### src/hdl/stc_pkg.sv
package stc_pkg;

  localparam int unsigned WordW   = 32;
  localparam int unsigned CountW  = 16;
  localparam int unsigned BitCntW = 6;

  localparam logic [CountW-1:0] CountMax = '1;

  typedef enum logic [1:0] {
    OP_SELECT = 2'd0,
    OP_CLOCK  = 2'd1,
    OP_READ   = 2'd2,
    OP_NONE   = 2'd3
  } opcode_e;

  typedef struct packed {
    opcode_e            opcode;
    logic               edge_fall;
    logic               edge_rise;
    logic               data_level;
    logic [WordW-1:0]   time_us;
  } req_t;

  typedef struct packed {
    logic [WordW-1:0]   capture_id;
    logic [WordW-1:0]   low_duration_us;
    logic [CountW-1:0]  select_falls;
    logic [CountW-1:0]  clock_rises;
    logic [WordW-1:0]   rx_bits;
    logic [BitCntW-1:0] rx_bit_cnt;
  } rec_t;

endpackage

### src/hdl/stc_capture.sv
module stc_capture #(
  parameter int unsigned MAX_BITS = 32
) (
  input  logic          clk_i,
  input  logic          rst_ni,
  input  logic          accept_i,
  input  stc_pkg::req_t req_i,
  output logic          push_o,
  output stc_pkg::rec_t push_rec_o,
  output logic          open_o
);
  import stc_pkg::*;

  localparam int unsigned BitCap = (MAX_BITS < WordW) ? MAX_BITS : WordW;

  logic               open_q,  open_d;
  logic [WordW-1:0]   next_q,  next_d;
  logic [WordW-1:0]   seq_q,   seq_d;
  logic [WordW-1:0]   start_q, start_d;
  logic [CountW-1:0]  falls_q, falls_d;
  logic [CountW-1:0]  rises_q, rises_d;
  logic [WordW-1:0]   bits_q,  bits_d;
  logic [BitCntW-1:0] cnt_q,   cnt_d;
  logic               push;

  always_comb begin
    open_d  = open_q;
    next_d  = next_q;
    seq_d   = seq_q;
    start_d = start_q;
    falls_d = falls_q;
    rises_d = rises_q;
    bits_d  = bits_q;
    cnt_d   = cnt_q;
    push    = 1'b0;
    if (accept_i) begin
      unique case (req_i.opcode)
        OP_SELECT: begin
          if (req_i.edge_fall) begin
            if (!open_d) begin
              seq_d   = next_q;
              next_d  = next_q + WordW'(1);
              start_d = req_i.time_us;
              falls_d = '0;
              rises_d = '0;
              bits_d  = '0;
              cnt_d   = '0;
              open_d  = 1'b1;
            end
            if (falls_d != CountMax) begin
              falls_d = falls_d + CountW'(1);
            end
          end
          if (req_i.edge_rise && open_d) begin
            push   = 1'b1;
            open_d = 1'b0;
          end
        end
        OP_CLOCK: begin
          if (open_q && req_i.edge_rise) begin
            if (cnt_q < BitCntW'(BitCap)) begin
              bits_d = bits_q | (WordW'(req_i.data_level) << cnt_q[4:0]);
              cnt_d  = cnt_q + BitCntW'(1);
            end
            if (rises_q != CountMax) begin
              rises_d = rises_q + CountW'(1);
            end
          end
        end
        OP_READ, OP_NONE: begin
        end
      endcase
    end
  end

  always_comb begin
    push_rec_o.capture_id      = seq_d;
    push_rec_o.low_duration_us = req_i.time_us - start_d;
    push_rec_o.select_falls    = falls_d;
    push_rec_o.clock_rises     = rises_d;
    push_rec_o.rx_bits         = bits_d;
    push_rec_o.rx_bit_cnt      = cnt_d;
  end

  assign push_o = push;
  assign open_o = open_q;

  always_ff @(posedge clk_i or negedge rst_ni) begin
    if (!rst_ni) begin
      open_q <= 1'b0;
      next_q <= WordW'(1);
    end else begin
      open_q <= open_d;
      next_q <= next_d;
    end
  end

  always_ff @(posedge clk_i) begin
    seq_q   <= seq_d;
    start_q <= start_d;
    falls_q <= falls_d;
    rises_q <= rises_d;
    bits_q  <= bits_d;
    cnt_q   <= cnt_d;
  end

  a_close_on_rise: assert property (@(posedge clk_i) disable iff (!rst_ni)
    accept_i && req_i.opcode == OP_SELECT && req_i.edge_rise |=> !open_q)
    else $error("capture still open after select rise");

  a_push_only_open: assert property (@(posedge clk_i) disable iff (!rst_ni)
    push_o |-> (open_q || (req_i.edge_fall && req_i.opcode == OP_SELECT)))
    else $error("record pushed without an open capture");
endmodule

### config.mk
export PLATFORM = sky130hd
export DESIGN_NAME = stc_capture
export DESIGN_NICKNAME = d
export VERILOG_FILES = /design/src/hdl/stc_pkg.sv /design/src/hdl/stc_capture.sv
export SDC_FILE = /design/constraint.sdc
export NUM_CORES = 1
export LEC_CHECK = 0
export ABC_AREA = 1
export BUFFER_PORTS_ARGS = -buffer_cell sky130_fd_sc_hd__clkbuf_2
export CORE_UTILIZATION = 50
export CTS_CLUSTER_DIAMETER = 80
export CTS_CLUSTER_SIZE = 8
export DETAILED_ROUTE_END_ITERATION = 16
export PLACE_DENSITY_LB_ADDON = 0.2
export SYNTH_ARGS = -nofsm -noshare
export SYNTH_HDL_FRONTEND = slang
export SYNTH_SLANG_ARGS = --single-unit
### constraint.sdc
create_clock -name clk_i -period 8.58 [get_ports clk_i]
set_input_delay 0.858 -clock clk_i [delete_from_list [all_inputs] [get_ports clk_i]]
set_output_delay 0.858 -clock clk_i [all_outputs]
set_load 0.01 [all_outputs]
# [After elaboration in Yosys (flattened, before gate mapping)]
# Index checks and enable logic that the tools add are counted.
[op_classes] add_sub_neg=5 multipliers=0 n_div=0 n_lt_le_gt_ge=1 n_eq_ne=3 n_shift=1 muxes=41 bitwise_logic=2 n_reduce_logical=5
[op_table] cell="2-to-1 mux 32 bit" n=13
[op_table] cell="2-to-1 mux 16 bit" n=13
[op_table] cell="one-hot mux 32 bit (2 select lines)" n=1
[op_table] cell="adder 16 x 1 -> 16 bit (second input constant)" n=2
[op_table] cell="adder 32 x 1 -> 32 bit (second input constant)" n=1
[op_table] cell="!= test 16 bit (second input constant)" n=2
[op_table] cell="bitwise OR 32 bit" n=1
[op_table] cell="one-hot mux 16 bit (2 select lines)" n=1
[op_table] cell="left shift 1 x 5 -> 32 bit" n=1
[op_table] cell="subtractor 32 bit" n=1
[op_table] cell="2-to-1 mux 6 bit" n=5
[op_table] cell="one-hot mux 6 bit (2 select lines)" n=1
[op_table] cell="2-to-1 mux 1 bit" n=7
[op_table] cell="adder 6 x 1 -> 6 bit (second input constant)" n=1
[op_table] cell="less-than comparator 6 bit (second input constant)" n=1
[op_table] cell="AND reduction 4 bit" n=1
[op_table] cell="== test 2 x 1 -> 1 bit (second input constant)" n=1
[op_table] cell="logical AND 1 bit" n=2
[op_table] cell="logical NOT 2 bit" n=1
[op_table] cell="AND reduction 2 bit" n=1
[op_table] cell="NOT 1 bit" n=1
[totals] reg_bits=167 latchBits=0 mem_bits_rw=0 rom_bits=0 output_inout_bits=136 wordCells=66 n_memories=0

# [Logic depth before layout (Yosys ltp)]
[depth] depth_word=9 ltp_mapped=21 depth_no_buf=19

# [Worst setup path after synthesis]
# Ideal clock, no wire load.
[synth_path] kind="input port to output port" start="input port accept_i" end="output port push_rec_o[100] (netlist bit)" t_arrival_ps=3157 required_ps=7722 setup_slack_ps=4565 cell_stages=21 n_path_buf=4 path_cell_list="buf_4 -> nand2_2 -> inv_2 -> nand2_4 -> buf_6 -> buf_6 -> buf_6 -> o21ai_0 -> ha_1 -> inv_1 -> fa_1 -> nand3_1 -> nand2_1 -> nand3_1 -> nand2_1 -> nand2_1 -> nand2_1 -> nand2_1 -> nand2_1 -> nand2_1 -> nand2_1"
[synth_lines] item="start, declared" line_no="stc_capture.sv:6" rtl="input logic accept_i,"
[synth_lines] item="end, declared" line_no="stc_capture.sv:9" rtl="output stc_pkg::rec_t push_rec_o,"

==> summary.txt <==
Outcome
  – Status: finished, final reports clean

STA
  – Final period util: 66.8%
  – Slew at the pin closest to its max-slew limit: 0.913 ns
  – FMAX: 0.175 GHz
  – Period minus WS final: 5.73 ns
  – Setup TNS: 0 ns
  – Final Skew: 0.0140 ns
  – Slew Viols, Final: 0
  – Final hold violations: 0
  – Slew headroom: 39.1%
  – Final setup violation count: 0
  – RSZ-0062 raised after global routing: false

Layout
  – Area of the multi-input gates: 5360 µm²
  – # fillers: 1,916
  – Final #Nets: 1,678
  – Fraction of layout cells with a size suffix above 1: 19.1%
  – Area Overhead vs Synth: 16.5%
  – Final core utilization: 60.3%
  – Antenna cell count: 0
  – Reg area: 3510 µm²

GRT
  – Met1 Usage GRT: 34.3%
  – Global route overflow: 0
  – Gr busiest metal: met2
  – Gr usage total: 26.1%
  – First-pass GRT wire length: 42.2 mm
  – Met3 Resource Use GR: 6.22%
  – Vias in the first global route: 8,850
  – Largest net degree at the start of global routing: 76
  – Initial antenna violation count: 0
  – M2 GR Usage: 42.0%

Die
  – Die Y-Extent: 142 µm
  – Core area: 19,000 µm²
  – Die area: 20,300 µm²
  – Site Rows: 50
  – Die Span X: 142 µm
  – # IOs: 176
  – Initial core utilization: 51.8%

Critical path
  – Register-to-Register Setup Slack: 5.49 ns
  – Worst setup SP type: flip-flop
  – Arrival time at the worst endpoint: 4.87 ns
  – Worst setup EP type: output pin
  – CP Data Required Time: 7.72 ns
  – R2R cell count: 8
  – Crit path kind: reg -> out
  – Worst r2r src: open_o
  – Max FO, Critical Path: 66
  – Reg-to-reg endpoint: next_q[14]

Routing
  – Iter 0 DRT Violations: 832
  – Final WL: 25.8 mm
  – Detail Route Antenna Nets: 0
  – DRC Markers: 0
  – Routed WL per cell: 13.8 µm
  – Routed vias: 9,503
  – DR pass1 iterations: 6
  – Vias per cell: 5.07

Yosys
  – Area leader, netlist: dfxtp_1
  – Synth async-reset ratio: 19.8%
  – Most frequent cells after synthesis: nand2_1 (425), inv_1 (203), dfxtp_1 (134)
  – Top post-synthesis cells by area: dfxtp_1 (27%), nand2_1 (16%), dfrtp_1 (8.1%), inv_1 (7.7%), o21ai_0 (4.7%)
  – Count leader, synth: nand2_1
  – Primary FF master, synth: dfxtp_1
  – Seq/Total Area, Yosys: 35.6%
  – Post-synth top area share: 27.2%
  – Synthesized area: 9850 µm²
  – Post-Syn Area per Cell: 6.84 µm²
  – Number of flops mapped to enable cells by yosys: 0
  – Register bit total from synthesis: 167
  – Post-Syn Instances: 1,440
  – Synthesized Nets: 1,516
  – Syn. warnings: 0
  – Post-synth cell types: 44

Clock network
  – CTS buffer count: 17
  – CTS tree: yes
  – Root buffer cell: clkbuf_16
  – Clock Latency Late Sink: 0.44 ns
  – Post-CTS Setup Bufs: 0
  – H-tree depth: 4
  – Clock buffer depth: 2
  – Post_cts resized: 0
  – Post-cts hold buffer count: 0
  – CTS Sinks: 167
  – Clk pin slew, worst setup/hold paths: 0.07 ns

Pwr
  – Worst ir drop on vdd: 0.147 mV
  – Psw: 908 µW
  – Internal Power: 1530 µW
  – Pwr/cell area: 212 nW/µm²
  – Clock power frac: 32.5%
  – Switching share of total power: 37.3%
  – Leak Pwr: 0.00571 µW
  – Reg power frac: 36.8%
  – Comb power frac: 30.7%

Worst hold path
  – Worst Hold Depth: 2
  – Hold WC Path Type: reg -> reg
  – Endpoint, Worst Hold: seq_q[17]
  – Min-delay src: seq_q[17]

Placed design
  – Post-DP HPWL: 19.7 mm
  – Gpl congestion: 0.969
  – Buffers on Ports: 175

Flow run
  – Max capacitance violation total: 0
## area by class of cell
| class | instances | share of cell area (%) |
|---|---|---|
| Clock buffer | 17 | 3.71 |
| Clock inverter | 15 | 1.67 |
| Inverter | 208 | 6.80 |
| Multi-Input combinational cell | 1032 | 46.7 |
| Sequential cell | 167 | 30.6 |
| Tap cell | 260 | 2.84 |
| Timing Repair Buffer | 176 | 7.70 |
## worst max path at each step
stage	start	endpoint	slack (ns)
floorplan	accept_i	push_rec_o[100]	4.57
global placement	req_i[36]	push_rec_o[97]	3.13
detailed placement	req_i[36]	push_rec_o[97]	3.09
CTS	open_o	push_rec_o[97]	2.89
global route	open_o	push_rec_o[97]	2.47
finish	open_o	push_rec_o[97]	2.85
## metal layers
layer | share of wire, % | vias to the layer above | wire [µm]
li1 | - | 4889 | -
met1 | 46 | 4273 | 11800
met2 | 45 | 306 | 11600
met3 | 7.1 | 35 | 1830
met4 | 2.1 | 0 | 549
met5 | 0 | - | 0
## power groups by stage
stage | combinational, µW | sequential (µW) | clock, µW
floorplan | 511 | 899 | 0
detailed placement | 737 | 913 | 0
finish | 747 | 897 | 791
CTS | 743 | 897 | 809
global placement | 731 | 913 | 0
global route | 838 | 905 | 835
## critical path: stages, from the launching register on
cell	delay (ns)
dfrtp_1	0.83
nor2_2	0.17
nand2_4	0.65
inv_2	0.61
or2_2	0.46
o21ai_2	0.07
ha_1	0.33
a21oi_1	0.35
nor2_1	0.07
nor2_1	0.09
nand2_1	0.12
nand2_1	0.08
nand2_1	0.10
nand2_1	0.15
nand3_1	0.09
nand2_1	0.10
clkbuf_2	0.13
## layout by cell type, fill, tap and decap left out, types with 4 or more instances in the layout
master and count:
clkbuf_16 17, nand4_1 21, or2_2 31, o21ai_2 30
nor3_1 24, dfxtp_1 134, nand3_1 76, a21oi_1 47
inv_2 5, xor2_1 53, o21ai_0 93, xnor2_1 5
o21bai_1 6, nor2_2 11, inv_6 5, dfrtp_1 32
clkbuf_2 175, nor2_1 121, ha_1 35, nand2_1 425
clkinv_8 5, inv_1 203, o21ai_1 15, nor4_1 4
nor2_4 7
## flip-flops by register name (all words and copies together) (netlist names)
| name | count |
|---|---|
| bits_q | 32 |
| cnt_q | 6 |
| falls_q | 16 |
| next_q | 32 |
| open_o | 1 |
| rises_q | 16 |
| seq_q | 32 |
| start_q | 32 |
## logic make-up (layout without fill, tap and decap cells)
kind of cell               after synthesis  in the layout  share of synthesized area, %
buffers and inverters                  241            416                          9.99
AOI/OAI and AO/OA                      201            201                          11.7
xor gates and xnor gates                58             58                          5.16
DFF                                    167            167                          35.6
adders and majority gates               36             36                          4.65
and+or+nand+nor                        737            737                          32.8
## per-stage QoR
step / hold WS, ns / cells / setup slack (ns) / total power [µW] / cell area (µm²)
3_5_place_dp: 0.435 / 1843 / 3.09 / 1650 / 10900
2_1_floorplan: 0.443 / 1440 / 4.57 / 1410 / 9850
4_1_cts: 0.457 / 1875 / 2.89 / 2450 / 11500
3_3_place_gp: 0.434 / 1843 / 3.13 / 1640 / 10900
6_report: 0.453 / 1875 / 2.85 / 2430 / 11500
5_1_grt: 0.496 / 1875 / 2.47 / 2580 / 11500
No activity file was read; power rests on OpenSTA's default activity.
